===== src/design/sfsa_pkg.sv =====
// Shared types, constants and register codes for the sensor frame scaler.
// Used by every module of the block; depends on nothing.
`timescale 1ns / 1ps

package sfsa_pkg;

  // Front end sampling setup
  localparam int SAMPLES_PER_SUM = 5;
  localparam int ADC_BITS        = 12;

  localparam int SUM_W   = 15;
  localparam int SUM_MAX = 2 ** SUM_W - 1;

  // sum / SAMPLES_PER_SUM as multiply by ceil(2^K / S), exact for SUM_W-bit sums
  localparam int AVG_K   = SUM_W + $clog2(SAMPLES_PER_SUM);
  localparam int AVG_M   = (2 ** AVG_K + SAMPLES_PER_SUM - 1) / SAMPLES_PER_SUM;
  localparam int AVG_M_W = $clog2(AVG_M + 1);
  localparam int AVG_P_W = SUM_W + AVG_M_W;
  localparam int AVG_W   = $clog2(SUM_MAX / SAMPLES_PER_SUM + 1);

  // Water pressure
  localparam int WATER_OFFSET   = 55;
  localparam int WAVG_W         = $clog2(SUM_MAX / SAMPLES_PER_SUM + WATER_OFFSET + 1);
  localparam int K_WATER_GAIN   = 27499;
  localparam int WGAIN_W        = $clog2(K_WATER_GAIN + 1);
  localparam int K_WATER_BIAS   = 16384000;
  // bias with the +55 offset folded in, product taken on the bare average
  localparam int K_WATER_BIAS_A = K_WATER_BIAS - K_WATER_GAIN * WATER_OFFSET;
  localparam int WPROD_W        = AVG_W + WGAIN_W;
  localparam int KQ_W           = WPROD_W - 16;
  localparam int KPA_W          = 11;
  localparam int KPA_MAX        = 2 ** KPA_W - 1;
  localparam int THR_W          = 13;
  localparam int CMP_W          = 16;

  // Oil sensor voltage, Q16: floor(sum * VQ_NUM / VQ_DEN) + offset
  localparam int VQ_NUM   = 33 * 2 ** (16 - ADC_BITS);
  localparam int VQ_NUM_W = $clog2(VQ_NUM + 1);
  localparam int VQ_DEN   = 10 * SAMPLES_PER_SUM;
  localparam int VQ_X_W   = $clog2(SUM_MAX * VQ_NUM + 1);
  localparam int VQ_K     = VQ_X_W + $clog2(VQ_DEN);
  localparam longint VQ_M = ((longint'(1) << VQ_K) + VQ_DEN - 1) / VQ_DEN;
  localparam int VQ_M_W   = $clog2(VQ_M + 1);
  localparam int VQ_P_W   = VQ_X_W + VQ_M_W;
  localparam int K_V_OFFSET = 2621;
  localparam int VQ_W     = $clog2(SUM_MAX * VQ_NUM / VQ_DEN + K_V_OFFSET + 1);
  localparam int K_V_OPEN = 154009;
  localparam int K_V_REF  = 164823;
  localparam int K_R_SCALE = 1000;

  // Resistance divider: 1000*Vq / (K_V_REF - Vq) for Vq up to K_V_OPEN
  localparam int DIV_N_W = 28;
  localparam int DIV_D_W = 18;
  localparam int DIV_Q_W = 14;

  // Temperature segments
  localparam int R_SEG1   = 385;
  localparam int R_SEG2   = 691;
  localparam int R_SEG3   = 1340;
  localparam int T_OFF1   = 9751756;
  localparam int T_SLOPE1 = 8323;
  localparam int T_OFF2   = 8185446;
  localparam int T_SLOPE2 = 4259;
  localparam int T_OFF3   = 6651904;
  localparam int T_SLOPE3 = 2031;
  localparam int T_OFF4   = 5065932;
  localparam int T_SLOPE4 = 851;
  localparam int TOFF_W   = 24;
  localparam int TSLOPE_W = 14;
  localparam int TPROD_W  = TSLOPE_W + DIV_Q_W;
  localparam int TQ_W     = TPROD_W - 16;
  localparam int CELSIUS_W   = 8;
  localparam int CELSIUS_MAX = 2 ** CELSIUS_W - 1;

  // Scaled channels
  localparam int CHAN_N      = 3;
  localparam int K_CHAN_GAIN = 10551;
  localparam int CGAIN_W     = $clog2(K_CHAN_GAIN + 1);
  localparam int CPROD_W     = AVG_W + CGAIN_W;
  localparam int CQ_W        = CPROD_W - 16;
  localparam int CHAN_W      = 10;
  localparam int CHAN_MAX    = 2 ** CHAN_W - 1;

  // Configuration port
  localparam int LIM_W       = 8;
  localparam int CFG_DATA_W  = 13;
  localparam int CFG_INDEX_W = 3;

  typedef enum logic [CFG_INDEX_W-1:0] {
    REG_OIL_TEMP_LIMIT   = 3'd0,
    REG_WATER_ZERO_FLOOR = 3'd1,
    REG_BREAK_THRESHOLD  = 3'd2,
    REG_SHORT_THRESHOLD  = 3'd3,
    REG_BAND_LOW_KPA     = 3'd4,
    REG_BAND_HIGH_KPA    = 3'd5,
    REG_IDLE_LIMIT_KPA   = 3'd6
  } cfg_reg_t;

  typedef struct packed {
    logic [LIM_W-1:0] oil_temp_limit;
    logic [THR_W-1:0] water_zero_floor;
    logic [THR_W-1:0] break_threshold;
    logic [THR_W-1:0] short_threshold;
    logic [KPA_W-1:0] band_low_kpa;
    logic [KPA_W-1:0] band_high_kpa;
    logic [KPA_W-1:0] idle_limit_kpa;
  } cfg_t;

  localparam cfg_t CFG_RESET = '{
    oil_temp_limit:   8'd80,
    water_zero_floor: 13'd640,
    break_threshold:  13'd300,
    short_threshold:  13'd3050,
    band_low_kpa:     11'd50,
    band_high_kpa:    11'd300,
    idle_limit_kpa:   11'd30
  };

  // Results that ride alongside the divider
  typedef struct packed {
    logic [CHAN_W-1:0] head_value;
    logic [CHAN_W-1:0] travel_value;
    logic [CHAN_W-1:0] handle_value;
    logic              oil_open;
    logic              water_alarm;
    logic              water_shorted;
    logic              water_broken;
    logic [KPA_W-1:0]  water_kpa;
  } side_t;

  // Result item, last field in the low bits
  typedef struct packed {
    logic [CHAN_W-1:0]    head_value;
    logic [CHAN_W-1:0]    travel_value;
    logic [CHAN_W-1:0]    handle_value;
    logic                 oil_alarm;
    logic [CELSIUS_W-1:0] oil_celsius;
    logic                 water_alarm;
    logic                 water_shorted;
    logic                 water_broken;
    logic [KPA_W-1:0]     water_kpa;
  } result_t;

  localparam int IN_W        = 5 * SUM_W;
  localparam int TDATA_IN_W  = ((IN_W + 7) / 8) * 8;
  localparam int OUT_W       = $bits(result_t);
  localparam int TDATA_OUT_W = ((OUT_W + 7) / 8) * 8;

endpackage


===== src/design/sfsa_front.sv =====
// Front pipeline: averages, water pressure and alarms, channel scaling,
// oil voltage and divider operands. Four stages. Depends on sfsa_pkg.
`timescale 1ns / 1ps

module sfsa_front (
  input  logic                           clk,
  input  logic                           rst,
  input  logic                           in_valid,
  output logic                           in_ready,
  input  logic [sfsa_pkg::SUM_W-1:0]     water_sum,
  input  logic [sfsa_pkg::SUM_W-1:0]     oil_sum,
  input  logic [sfsa_pkg::SUM_W-1:0]     handle_sum,
  input  logic [sfsa_pkg::SUM_W-1:0]     travel_sum,
  input  logic [sfsa_pkg::SUM_W-1:0]     head_sum,
  input  sfsa_pkg::cfg_t                 cfg,
  output logic                           out_valid,
  input  logic                           out_ready,
  output logic [sfsa_pkg::DIV_N_W-1:0]   div_num,
  output logic [sfsa_pkg::DIV_D_W-1:0]   div_den,
  output sfsa_pkg::side_t                side
);

  localparam int NS = 4;

  logic [NS-1:0] v;
  logic [NS-1:0] go;

  // a stage moves when the output drains or some stage at or after it is empty
  always_comb begin
    for (int k = 0; k < NS; k++) begin
      go[k] = out_ready || ((v | NS'((1 << k) - 1)) != '1);
    end
  end

  assign in_ready  = go[0];
  assign out_valid = v[NS-1];

  always_ff @(posedge clk) begin
    if (rst) begin
      v <= '0;
    end else begin
      if (go[0]) v[0] <= in_valid;
      for (int k = 1; k < NS; k++) begin
        if (go[k]) v[k] <= v[k-1];
      end
    end
  end

  logic [sfsa_pkg::AVG_M_W-1:0]    avg_m;
  logic [sfsa_pkg::VQ_NUM_W-1:0]   vq_num;
  logic [sfsa_pkg::VQ_M_W-1:0]     vq_m;
  logic [sfsa_pkg::WGAIN_W-1:0]    wgain;
  logic [sfsa_pkg::CGAIN_W-1:0]    cgain;
  logic [sfsa_pkg::SUM_W-1:0]      csum [sfsa_pkg::CHAN_N];

  assign avg_m   = sfsa_pkg::AVG_M_W'(sfsa_pkg::AVG_M);
  assign vq_num  = sfsa_pkg::VQ_NUM_W'(sfsa_pkg::VQ_NUM);
  assign vq_m    = sfsa_pkg::VQ_M_W'(sfsa_pkg::VQ_M);
  assign wgain   = sfsa_pkg::WGAIN_W'(sfsa_pkg::K_WATER_GAIN);
  assign cgain   = sfsa_pkg::CGAIN_W'(sfsa_pkg::K_CHAN_GAIN);
  assign csum[0] = handle_sum;
  assign csum[1] = travel_sum;
  assign csum[2] = head_sum;

  // Stage 1: reciprocal multiplies for the averages, oil sum times VQ_NUM
  logic [sfsa_pkg::AVG_P_W-1:0] s1_wprod;
  logic [sfsa_pkg::AVG_P_W-1:0] s1_cprod [sfsa_pkg::CHAN_N];
  logic [sfsa_pkg::VQ_X_W-1:0]  s1_ox;

  always_ff @(posedge clk) begin
    if (go[0]) begin
      s1_wprod <= sfsa_pkg::AVG_P_W'(water_sum) * sfsa_pkg::AVG_P_W'(avg_m);
      for (int i = 0; i < sfsa_pkg::CHAN_N; i++) begin
        s1_cprod[i] <= sfsa_pkg::AVG_P_W'(csum[i]) * sfsa_pkg::AVG_P_W'(avg_m);
      end
      s1_ox <= sfsa_pkg::VQ_X_W'(oil_sum) * sfsa_pkg::VQ_X_W'(vq_num);
    end
  end

  // Stage 2: averages, threshold compares, gain multiplies, oil reciprocal multiply
  logic [sfsa_pkg::AVG_W-1:0]   wavg_bare;
  logic [sfsa_pkg::WAVG_W-1:0]  wavg;
  logic [sfsa_pkg::AVG_W-1:0]   cavg [sfsa_pkg::CHAN_N];

  logic [sfsa_pkg::WPROD_W-1:0] s2_wprod;
  logic                         s2_above;
  logic                         s2_broken;
  logic                         s2_shorted;
  logic [sfsa_pkg::CPROD_W-1:0] s2_cprod [sfsa_pkg::CHAN_N];
  logic [sfsa_pkg::VQ_P_W-1:0]  s2_vprod;

  always_comb begin
    wavg_bare = sfsa_pkg::AVG_W'(s1_wprod >> sfsa_pkg::AVG_K);
    wavg      = sfsa_pkg::WAVG_W'(wavg_bare) + sfsa_pkg::WAVG_W'(sfsa_pkg::WATER_OFFSET);
    for (int i = 0; i < sfsa_pkg::CHAN_N; i++) begin
      cavg[i] = sfsa_pkg::AVG_W'(s1_cprod[i] >> sfsa_pkg::AVG_K);
    end
  end

  always_ff @(posedge clk) begin
    if (go[1]) begin
      s2_wprod   <= sfsa_pkg::WPROD_W'(wavg_bare) * sfsa_pkg::WPROD_W'(wgain);
      s2_above   <= sfsa_pkg::CMP_W'(wavg) > sfsa_pkg::CMP_W'(cfg.water_zero_floor);
      s2_broken  <= sfsa_pkg::CMP_W'(wavg) < sfsa_pkg::CMP_W'(cfg.break_threshold);
      s2_shorted <= sfsa_pkg::CMP_W'(wavg) > sfsa_pkg::CMP_W'(cfg.short_threshold);
      for (int i = 0; i < sfsa_pkg::CHAN_N; i++) begin
        s2_cprod[i] <= sfsa_pkg::CPROD_W'(cavg[i]) * sfsa_pkg::CPROD_W'(cgain);
      end
      s2_vprod <= sfsa_pkg::VQ_P_W'(s1_ox) * sfsa_pkg::VQ_P_W'(vq_m);
    end
  end

  // Stage 3: pressure, channel values, oil voltage
  logic [sfsa_pkg::WPROD_W-1:0] wdiff;
  logic [sfsa_pkg::KQ_W-1:0]    kq;
  logic [sfsa_pkg::KPA_W-1:0]   kpa;
  logic [sfsa_pkg::CQ_W-1:0]    cq [sfsa_pkg::CHAN_N];
  logic [sfsa_pkg::CHAN_W-1:0]  cval [sfsa_pkg::CHAN_N];

  logic [sfsa_pkg::KPA_W-1:0]   s3_kpa;
  logic                         s3_broken;
  logic                         s3_shorted;
  logic [sfsa_pkg::CHAN_W-1:0]  s3_cval [sfsa_pkg::CHAN_N];
  logic [sfsa_pkg::VQ_W-1:0]    s3_vq;

  always_comb begin
    wdiff = s2_wprod - sfsa_pkg::WPROD_W'(sfsa_pkg::K_WATER_BIAS_A);
    kq    = sfsa_pkg::KQ_W'(wdiff >> 16);
    if (!s2_above || s2_wprod <= sfsa_pkg::WPROD_W'(sfsa_pkg::K_WATER_BIAS_A)) begin
      kpa = '0;
    end else if (kq > sfsa_pkg::KQ_W'(sfsa_pkg::KPA_MAX)) begin
      kpa = sfsa_pkg::KPA_W'(sfsa_pkg::KPA_MAX);
    end else begin
      kpa = sfsa_pkg::KPA_W'(kq);
    end
    for (int i = 0; i < sfsa_pkg::CHAN_N; i++) begin
      cq[i]   = sfsa_pkg::CQ_W'(s2_cprod[i] >> 16);
      cval[i] = (cq[i] > sfsa_pkg::CQ_W'(sfsa_pkg::CHAN_MAX)) ?
                sfsa_pkg::CHAN_W'(sfsa_pkg::CHAN_MAX) : sfsa_pkg::CHAN_W'(cq[i]);
    end
  end

  always_ff @(posedge clk) begin
    if (go[2]) begin
      s3_kpa     <= kpa;
      s3_broken  <= s2_broken;
      s3_shorted <= s2_shorted;
      for (int i = 0; i < sfsa_pkg::CHAN_N; i++) begin
        s3_cval[i] <= cval[i];
      end
      s3_vq <= sfsa_pkg::VQ_W'(s2_vprod >> sfsa_pkg::VQ_K) +
               sfsa_pkg::VQ_W'(sfsa_pkg::K_V_OFFSET);
    end
  end

  // Stage 4: water alarm, open-sensor check, divider operands
  logic in_band;
  logic idle;

  assign in_band = (s3_kpa < cfg.band_high_kpa) && (s3_kpa > cfg.band_low_kpa);
  assign idle    = s3_kpa < cfg.idle_limit_kpa;

  always_ff @(posedge clk) begin
    if (go[3]) begin
      side.water_kpa     <= s3_kpa;
      side.water_broken  <= s3_broken;
      side.water_shorted <= s3_shorted;
      side.water_alarm   <= !(in_band || idle);
      // full voltage width, the open threshold does not fit 16 bits
      side.oil_open      <= s3_vq > sfsa_pkg::VQ_W'(sfsa_pkg::K_V_OPEN);
      side.handle_value  <= s3_cval[0];
      side.travel_value  <= s3_cval[1];
      side.head_value    <= s3_cval[2];
      // operands only meaningful when the sensor is not open
      div_num <= sfsa_pkg::DIV_N_W'(s3_vq) * sfsa_pkg::DIV_N_W'(sfsa_pkg::K_R_SCALE);
      div_den <= sfsa_pkg::DIV_D_W'(sfsa_pkg::K_V_REF) - sfsa_pkg::DIV_D_W'(s3_vq);
    end
  end

endmodule


===== src/design/sfsa_div.sv =====
// Pipelined restoring divider for the sensor resistance, one quotient bit
// per stage, side results carried along. Depends on sfsa_pkg.
`timescale 1ns / 1ps

module sfsa_div (
  input  logic                          clk,
  input  logic                          rst,
  input  logic                          in_valid,
  output logic                          in_ready,
  input  logic [sfsa_pkg::DIV_N_W-1:0]  num,
  input  logic [sfsa_pkg::DIV_D_W-1:0]  den,
  input  sfsa_pkg::side_t               side_in,
  output logic                          out_valid,
  input  logic                          out_ready,
  output logic [sfsa_pkg::DIV_Q_W-1:0]  quo,
  output sfsa_pkg::side_t               side_out
);

  localparam int NS = sfsa_pkg::DIV_Q_W;
  localparam int DW = sfsa_pkg::DIV_D_W;
  localparam int QW = sfsa_pkg::DIV_Q_W;

  logic [NS-1:0] v;
  logic [NS-1:0] go;

  always_comb begin
    for (int k = 0; k < NS; k++) begin
      go[k] = out_ready || ((v | NS'((1 << k) - 1)) != '1);
    end
  end

  assign in_ready  = go[0];
  assign out_valid = v[NS-1];

  always_ff @(posedge clk) begin
    if (rst) begin
      v <= '0;
    end else begin
      if (go[0]) v[0] <= in_valid;
      for (int k = 1; k < NS; k++) begin
        if (go[k]) v[k] <= v[k-1];
      end
    end
  end

  // rem: partial remainder; lq: unused dividend bits above, quotient bits below
  logic [DW-1:0]   rem  [NS];
  logic [DW-1:0]   dd   [NS];
  logic [QW-1:0]   lq   [NS];
  sfsa_pkg::side_t sd   [NS];

  logic [DW-1:0]   rem_src [NS];
  logic [DW-1:0]   dd_src  [NS];
  logic [QW-1:0]   lq_src  [NS];
  logic [DW:0]     trial   [NS];
  logic            qbit    [NS];
  logic [DW-1:0]   rem_nxt [NS];

  always_comb begin
    // the quotient fits QW bits, so the top dividend bits start below den
    rem_src[0] = DW'(num >> QW);
    dd_src[0]  = den;
    lq_src[0]  = QW'(num);
    for (int k = 1; k < NS; k++) begin
      rem_src[k] = rem[k-1];
      dd_src[k]  = dd[k-1];
      lq_src[k]  = lq[k-1];
    end
    for (int k = 0; k < NS; k++) begin
      trial[k] = {rem_src[k], lq_src[k][QW-1]};
      qbit[k]  = trial[k] >= {1'b0, dd_src[k]};
      rem_nxt[k] = qbit[k] ? DW'(trial[k] - {1'b0, dd_src[k]}) : DW'(trial[k]);
    end
  end

  always_ff @(posedge clk) begin
    if (go[0]) sd[0] <= side_in;
    for (int k = 1; k < NS; k++) begin
      if (go[k]) sd[k] <= sd[k-1];
    end
    for (int k = 0; k < NS; k++) begin
      if (go[k]) begin
        rem[k] <= rem_nxt[k];
        dd[k]  <= dd_src[k];
        lq[k]  <= {lq_src[k][QW-2:0], qbit[k]};
      end
    end
  end

  assign quo      = lq[NS-1];
  assign side_out = sd[NS-1];

endmodule


===== src/design/sfsa_temp.sv =====
// Oil temperature from sensor resistance: segment select and multiply,
// then subtract, clamp and alarm into the output register. Depends on sfsa_pkg.
`timescale 1ns / 1ps

module sfsa_temp (
  input  logic                          clk,
  input  logic                          rst,
  input  logic                          in_valid,
  output logic                          in_ready,
  input  logic [sfsa_pkg::DIV_Q_W-1:0]  r,
  input  sfsa_pkg::side_t               side,
  input  logic [sfsa_pkg::LIM_W-1:0]    oil_temp_limit,
  output logic                          out_valid,
  input  logic                          out_ready,
  output sfsa_pkg::result_t             res
);

  localparam int NS = 2;

  logic [NS-1:0] v;
  logic [NS-1:0] go;

  always_comb begin
    for (int k = 0; k < NS; k++) begin
      go[k] = out_ready || ((v | NS'((1 << k) - 1)) != '1);
    end
  end

  assign in_ready  = go[0];
  assign out_valid = v[NS-1];

  always_ff @(posedge clk) begin
    if (rst) begin
      v <= '0;
    end else begin
      if (go[0]) v[0] <= in_valid;
      if (go[1]) v[1] <= v[0];
    end
  end

  // Stage A: pick the segment and form slope * R
  logic [sfsa_pkg::TOFF_W-1:0]   off;
  logic [sfsa_pkg::TSLOPE_W-1:0] slope;

  always_comb begin
    if (r < sfsa_pkg::DIV_Q_W'(sfsa_pkg::R_SEG1)) begin
      off   = sfsa_pkg::TOFF_W'(sfsa_pkg::T_OFF1);
      slope = sfsa_pkg::TSLOPE_W'(sfsa_pkg::T_SLOPE1);
    end else if (r < sfsa_pkg::DIV_Q_W'(sfsa_pkg::R_SEG2)) begin
      off   = sfsa_pkg::TOFF_W'(sfsa_pkg::T_OFF2);
      slope = sfsa_pkg::TSLOPE_W'(sfsa_pkg::T_SLOPE2);
    end else if (r < sfsa_pkg::DIV_Q_W'(sfsa_pkg::R_SEG3)) begin
      off   = sfsa_pkg::TOFF_W'(sfsa_pkg::T_OFF3);
      slope = sfsa_pkg::TSLOPE_W'(sfsa_pkg::T_SLOPE3);
    end else begin
      off   = sfsa_pkg::TOFF_W'(sfsa_pkg::T_OFF4);
      slope = sfsa_pkg::TSLOPE_W'(sfsa_pkg::T_SLOPE4);
    end
  end

  logic [sfsa_pkg::TOFF_W-1:0]  sa_off;
  logic [sfsa_pkg::TPROD_W-1:0] sa_prod;
  sfsa_pkg::side_t              sa_side;

  always_ff @(posedge clk) begin
    if (go[0]) begin
      sa_off  <= off;
      sa_prod <= sfsa_pkg::TPROD_W'(slope) * sfsa_pkg::TPROD_W'(r);
      sa_side <= side;
    end
  end

  // Stage B: offset - product, zero when not positive or the sensor is open, saturate at 255
  logic signed [sfsa_pkg::TPROD_W:0] diff;
  logic [sfsa_pkg::TQ_W-1:0]         tq;
  logic [sfsa_pkg::CELSIUS_W-1:0]    celsius;

  always_comb begin
    diff = $signed({1'b0, sfsa_pkg::TPROD_W'(sa_off)}) - $signed({1'b0, sa_prod});
    tq   = sfsa_pkg::TQ_W'(diff >>> 16);
    if (sa_side.oil_open || diff <= 0) begin
      celsius = '0;
    end else if (tq > sfsa_pkg::TQ_W'(sfsa_pkg::CELSIUS_MAX)) begin
      celsius = sfsa_pkg::CELSIUS_W'(sfsa_pkg::CELSIUS_MAX);
    end else begin
      celsius = sfsa_pkg::CELSIUS_W'(tq);
    end
  end

  always_ff @(posedge clk) begin
    if (go[1]) begin
      res.water_kpa     <= sa_side.water_kpa;
      res.water_broken  <= sa_side.water_broken;
      res.water_shorted <= sa_side.water_shorted;
      res.water_alarm   <= sa_side.water_alarm;
      res.oil_celsius   <= celsius;
      res.oil_alarm     <= celsius > oil_temp_limit;
      res.handle_value  <= sa_side.handle_value;
      res.travel_value  <= sa_side.travel_value;
      res.head_value    <= sa_side.head_value;
    end
  end

endmodule


===== src/design/sensor_frame_scaler_alarm.sv =====
// Sensor frame scaler: an accepted item passes 4 front stages, 14 resistance
// divider stages and 2 temperature stages. Throughput one item per cycle while
// the output is taken; each stage advances on its own, so bubbles close up
// while the output waits. Reset clears all valid bits and loads the
// register defaults; payload registers are not reset.
// Depends on sfsa_pkg, sfsa_front, sfsa_div, sfsa_temp.
`timescale 1ns / 1ps

module sensor_frame_scaler_alarm (
  input  logic                                clk,
  input  logic                                rst,
  // fields from bit 0: water_sum, oil_sum, handle_sum, travel_sum, head_sum
  input  logic [sfsa_pkg::TDATA_IN_W-1:0]     s_tdata,
  input  logic                                s_tvalid,
  output logic                                s_tready,
  // fields from bit 0: water_kpa, water_broken, water_shorted, water_alarm,
  // oil_celsius, oil_alarm, handle_value, travel_value, head_value
  output logic [sfsa_pkg::TDATA_OUT_W-1:0]    m_tdata,
  output logic                                m_tvalid,
  input  logic                                m_tready,
  input  logic                                cfg_wen,
  input  logic [sfsa_pkg::CFG_INDEX_W-1:0]    cfg_index,
  input  logic [sfsa_pkg::CFG_DATA_W-1:0]     cfg_wdata
);

  sfsa_pkg::cfg_t cfg;

  always_ff @(posedge clk) begin
    if (rst) begin
      cfg <= sfsa_pkg::CFG_RESET;
    end else if (cfg_wen) begin
      case (cfg_index)
        sfsa_pkg::REG_OIL_TEMP_LIMIT:   cfg.oil_temp_limit   <= sfsa_pkg::LIM_W'(cfg_wdata);
        sfsa_pkg::REG_WATER_ZERO_FLOOR: cfg.water_zero_floor <= sfsa_pkg::THR_W'(cfg_wdata);
        sfsa_pkg::REG_BREAK_THRESHOLD:  cfg.break_threshold  <= sfsa_pkg::THR_W'(cfg_wdata);
        sfsa_pkg::REG_SHORT_THRESHOLD:  cfg.short_threshold  <= sfsa_pkg::THR_W'(cfg_wdata);
        sfsa_pkg::REG_BAND_LOW_KPA:     cfg.band_low_kpa     <= sfsa_pkg::KPA_W'(cfg_wdata);
        sfsa_pkg::REG_BAND_HIGH_KPA:    cfg.band_high_kpa    <= sfsa_pkg::KPA_W'(cfg_wdata);
        sfsa_pkg::REG_IDLE_LIMIT_KPA:   cfg.idle_limit_kpa   <= sfsa_pkg::KPA_W'(cfg_wdata);
        default: ;
      endcase
    end
  end

  localparam int SW = sfsa_pkg::SUM_W;

  logic                           fr_valid;
  logic                           fr_ready;
  logic [sfsa_pkg::DIV_N_W-1:0]   fr_num;
  logic [sfsa_pkg::DIV_D_W-1:0]   fr_den;
  sfsa_pkg::side_t                fr_side;

  logic                           dv_valid;
  logic                           dv_ready;
  logic [sfsa_pkg::DIV_Q_W-1:0]   dv_quo;
  sfsa_pkg::side_t                dv_side;

  sfsa_pkg::result_t              res;

  sfsa_front u_front (
    .clk        (clk),
    .rst        (rst),
    .in_valid   (s_tvalid),
    .in_ready   (s_tready),
    .water_sum  (s_tdata[0*SW +: SW]),
    .oil_sum    (s_tdata[1*SW +: SW]),
    .handle_sum (s_tdata[2*SW +: SW]),
    .travel_sum (s_tdata[3*SW +: SW]),
    .head_sum   (s_tdata[4*SW +: SW]),
    .cfg        (cfg),
    .out_valid  (fr_valid),
    .out_ready  (fr_ready),
    .div_num    (fr_num),
    .div_den    (fr_den),
    .side       (fr_side)
  );

  sfsa_div u_div (
    .clk       (clk),
    .rst       (rst),
    .in_valid  (fr_valid),
    .in_ready  (fr_ready),
    .num       (fr_num),
    .den       (fr_den),
    .side_in   (fr_side),
    .out_valid (dv_valid),
    .out_ready (dv_ready),
    .quo       (dv_quo),
    .side_out  (dv_side)
  );

  sfsa_temp u_temp (
    .clk            (clk),
    .rst            (rst),
    .in_valid       (dv_valid),
    .in_ready       (dv_ready),
    .r              (dv_quo),
    .side           (dv_side),
    .oil_temp_limit (cfg.oil_temp_limit),
    .out_valid      (m_tvalid),
    .out_ready      (m_tready),
    .res            (res)
  );

  assign m_tdata = sfsa_pkg::TDATA_OUT_W'(res);

  // the input only stalls when every stage is full and the output is held
  a_stall_source: assert property (@(posedge clk) disable iff (rst)
    !s_tready |-> (m_tvalid && !m_tready))
    else $error("input stalled with room in the pipeline");

  // resistance is at least 16 ohm for any valid voltage, so the first
  // segment tops out just below this
  a_celsius_range: assert property (@(posedge clk) disable iff (rst)
    m_tvalid |-> (res.oil_celsius <= 8'd150))
    else $error("oil temperature out of reachable range");

  a_reset_empty: assert property (@(posedge clk)
    rst |=> !m_tvalid)
    else $error("result valid right after reset");

endmodule


===== config.mk =====
export PLATFORM = sky130hd
export DESIGN_NAME = sensor_frame_scaler_alarm
export DESIGN_NICKNAME = d
export VERILOG_FILES = /design/src/design/sfsa_pkg.sv /design/src/design/sfsa_front.sv /design/src/design/sfsa_div.sv /design/src/design/sfsa_temp.sv /design/src/design/sensor_frame_scaler_alarm.sv
export SDC_FILE = /design/constraint.sdc
export NUM_CORES = 2
export LEC_CHECK = 0
export BUFFER_PORTS_ARGS = -buffer_cell sky130_fd_sc_hd__clkbuf_2
export CAP_MARGIN = 10
export CORE_UTILIZATION = 40
export DETAILED_ROUTE_END_ITERATION = 7
export SYNTH_ARGS = -nofsm -noshare
export SYNTH_HDL_FRONTEND = slang
export SYNTH_SLANG_ARGS = --single-unit

===== constraint.sdc =====
create_clock -name clk -period 31.6 [get_ports clk]
set_input_delay 9.48 -clock clk [delete_from_list [all_inputs] [get_ports clk]]
set_output_delay 9.48 -clock clk [all_outputs]
set_load 0.01 [all_outputs]

==> summary.md <==
| Metric | Value |
|---|---|
| Grt ovf | `0` |
| Crit path time final | `around 25 ns` |
| Final nets | `12,327` |
| # rows | `slightly below 200` |
| CP peak stage delay | `0.68 ns` |
| Final setup fails | `0` |
| Period utilization | `0.787` |
| Synth Register Bits | `1,800` |
| Worst skew pair latency | `between 0.8 and 0.9 ns` |
| Slowest cell on crit path | `nor2_1` |
| Synth Instances | `between 9,000 and 10,000` |
| Footprint of the multi-input gates | `between 0.05 and 0.06 mm^2` |
| H-Tree Depth | `4` |
| Clk pin slew, worst setup/hold paths | `roughly 0.050 ns` |
| Syn Std Cell Area | `between 0.1 and 0.15 mm^2` |
| Clock tree buffer depth | `4` |
| Clock buffer count from CTS | `200` |
| First-pass GRT wire length | `~370,000 um` |
| Initial antenna violation count | `4` |
| IO Pins | `roughly 160` |
| CTS root buffer | `clkbuf_16` |
| Crit path launch type | `primary input` |
| Critical Path RT | `about 22 ns` |
| Crit path top cell by count | `nor2_1` |
| Fillers | `26,434` |
| Wirelength per Cell | `16.2 um` |
| Adder-cell share of the synthesized area | `0.317` |
| Xor and xnor fraction of the mapped netlist area | `0.0272` |
| Worst Path Arrival | `between 15 and 20 ns` |
| Multiplexer share of the synthesized area | `0.00958` |
| Critical path capture point type | `output pin` |
| Reg2reg path depth | `31` |
| Area grow syn2layout | `10.3%` |
| Clock sink total | `roughly 1,800` |
| Cell count of the worst hold path | `0` |
| Critical path peak fanout | `54` |
| Die Height | `543 um` |
| Top post-synthesis cells by area | `edfxtp_1, ha_1, fa_1` |
| Seq. cell area | `approximately 0.053 mm^2` |
| Final wirelength | `around 220,000 um` |
| Count leader, synth | `inv_1` |
| Initial Util | `0.402` |
| Worst Hold Class | `reg -> reg` |
| Crit Path Class | `in -> out` |
| Final setup TNS | `0 ns` |
| Status | `finished, final reports clean` |
| Worst slew pin tran | `1.15 ns` |
| TritonRoute pass-1 iters | `6` |
| Ys async rst share | `0` |
| Max frequency | `0.0402 GHz` |
| TritonCTS clock tree | `built` |
| Gr usage total | `0.154` |
| Post-synth EDFFs | `1,700` |
| Area of the die | `0.295 mm^2` |
| Chip width | `~540 um` |
| Largest family of logic cells by synthesized area | `adder cells` |
| Number of global-route vias before repair | `about 70,000` |
| Vias per cell | `4.84` |
| Worst path cell trace | `clkbuf_2 > and2b_1 > inv_2 > buf_4 > nor2_1 > nand2_4 > nor2_1 > clkinv_2 > nor2_1 > nand3_4 > nor2_1 > and3_1 > and3_1 > nand3_4 > buf_4 > clkbuf_2` |
| Seq/Total Area, Yosys | `0.453` |
| Yosys warnings | `0` |
| Post-synthesis compound-gate area fraction | `0.0682` |
| Worst path depth | `16` |
| I/O Buffers | `150` |
| Share of layout cells above drive strength 1 | `0.0682` |
| Worst path bufs/invs | `6` |
| Headroom to the max-slew limit | `0.232` |
| Post-CTS setup buffers | `0` |
| Post-route ant nets | `0` |
| Syn_area_per_cell | `about 12 um^2` |
| Post-synth top cells | `inv_1, edfxtp_1, ha_1` |
| Vias | `between 60,000 and 70,000` |
| Drt initial violations | `~3,300` |
| Synth top area share | `0.436` |
| Max-cap check violation count | `0` |
| # hold bufs at CTS | `0` |
| Final Max Tran Viols | `0` |
| Placer congestion estimate | `approximately 0.92` |
| Setup Skew | `~0.09 ns` |
| Final hold violations | `0` |
| Area leader, netlist | `edfxtp_1` |
| CORE AREA | `between 0.2 and 0.3 mm^2` |
| RSZ-0062 raised after global routing | `no` |
| Detail Placement HPWL | `approximately 180,000 um` |
| CP delay by family, top | `simple AND/OR/NAND/NOR gates` |
| Yosys cell types | `86` |
| PostCTS Resize Cnt | `0` |
| Post-synth top flop | `edfxtp_1` |
| DRC | `0` |
| Post-Synth Simple-Gate Area | `0.0635` |
| Largest net degree at the start of global routing | `around 100` |
flip-flops by register name, summed over array words and instances, names as in the netlist, 18 cells and up:
name / cells
u_front.s3_vq: 19
u_front.div_num: 25
u_temp.sa_side: 45
u_front.s1_cprod: 39
u_front.s3_cval: 30
u_div.sd: 630
u_front.s2_cprod: 33
u_front.s1_ox: 21
u_front.s2_wprod: 28
cfg: 80
u_div.dd: 234
u_temp.sa_prod: 28
u_div.lq: 160
u_front.side: 45
u_front.div_den: 18
u_front.s2_vprod: 19
u_div.rem: 234
u_temp.res: 53
cell families after synthesis:
| group | after synthesis |
|---|---|
| AOI/OAI and AO/OA | 1235 |
| xor gates and xnor gates | 362 |
| adders and majority gates | 2457 |
| buffers and inverters | 1905 |
| DFF | 1800 |
| muxes | 101 |
| other | 1 |
| and+or+nand+nor | 1579 |
layout by cell type, fill, tap and decap left out, types with 121 or more instances in the layout:
| master | count |
|---|---|
| edfxtp_1 | 1700 |
| xnor2_1 | 242 |
| clkbuf_16 | 202 |
| fa_1 | 841 |
| ha_1 | 1616 |
| nor2_1 | 428 |
| o21ai_0 | 213 |
| a21oi_1 | 394 |
| nand2_1 | 477 |
| nor3_1 | 121 |
| a21o_1 | 135 |
| clkbuf_2 | 149 |
| inv_1 | 1825 |
worst paths after layout:
| path | slack (ns) | startpoint | endpoint |
|---|---|---|---|
| worst min-delay path | 0.36 | u_div.lq[0][96] | u_div.lq[0][111] |
| worst max register to register | 22.02 | u_div.lq[1][71] | u_temp.sa_prod[25] |
| worst max-delay path | 6.74 | m_tready | s_tready |
| worst min register to register | 0.36 | u_div.lq[0][96] | u_div.lq[0][111] |
stage by stage:
stage / hold WS, ns / std cells / setup WS (ns) / instance area, um^2 / util
after floorplan: 0.400 / 9448 / 1.67 / 117000 / -
after global placement: 0.401 / 13467 / 6.61 / 123000 / 0.422
after detailed placement: 0.405 / 13467 / 6.51 / 123000 / 0.422
after CTS: 0.361 / 13821 / 6.46 / 129000 / 0.444
after global routing: 0.360 / 13823 / 6.03 / 129000 / 0.444
final: 0.362 / 13823 / 6.74 / 129000 / 0.444
worst reg2reg max path, delay by kind of cell, from the launching register on:
family,cells,cell delay [ns]
AO/OA/AOI/OAI,9,2.39
XOR/XNOR,1,0.13
adder cells (fa/ha/maj),8,3.59
buffers and inverters,7,1.08
flip-flops,1,0.68
AND/OR/NAND/NOR,6,1.43
routing by layer:
layer / wire [um] / vias to the layer above / share of wire / GRT usage
met5: 0 / - / 0 / 0
met4: 6430 / 0 / 0.029 / 0.0458
met3: 6960 / 401 / 0.031 / 0.0184
met2: 110000 / 998 / 0.49 / 0.272
met1: 101000 / 32449 / 0.45 / 0.197
li1: - / 33007 / - / -
layout make-up:
class	instances	area share
clock inverters	121	0.00815
multi-input cells	5743	0.441
diodes	2	0.0000388
well taps	3900	0.0378
inverters	1836	0.0535
repair buffers	188	0.00805
clock buffers	233	0.0401
flip-flops and latches	1800	0.411
Power is not shown: default switching activity piles up to over one toggle a cycle in this logic, so the estimate is an artifact.
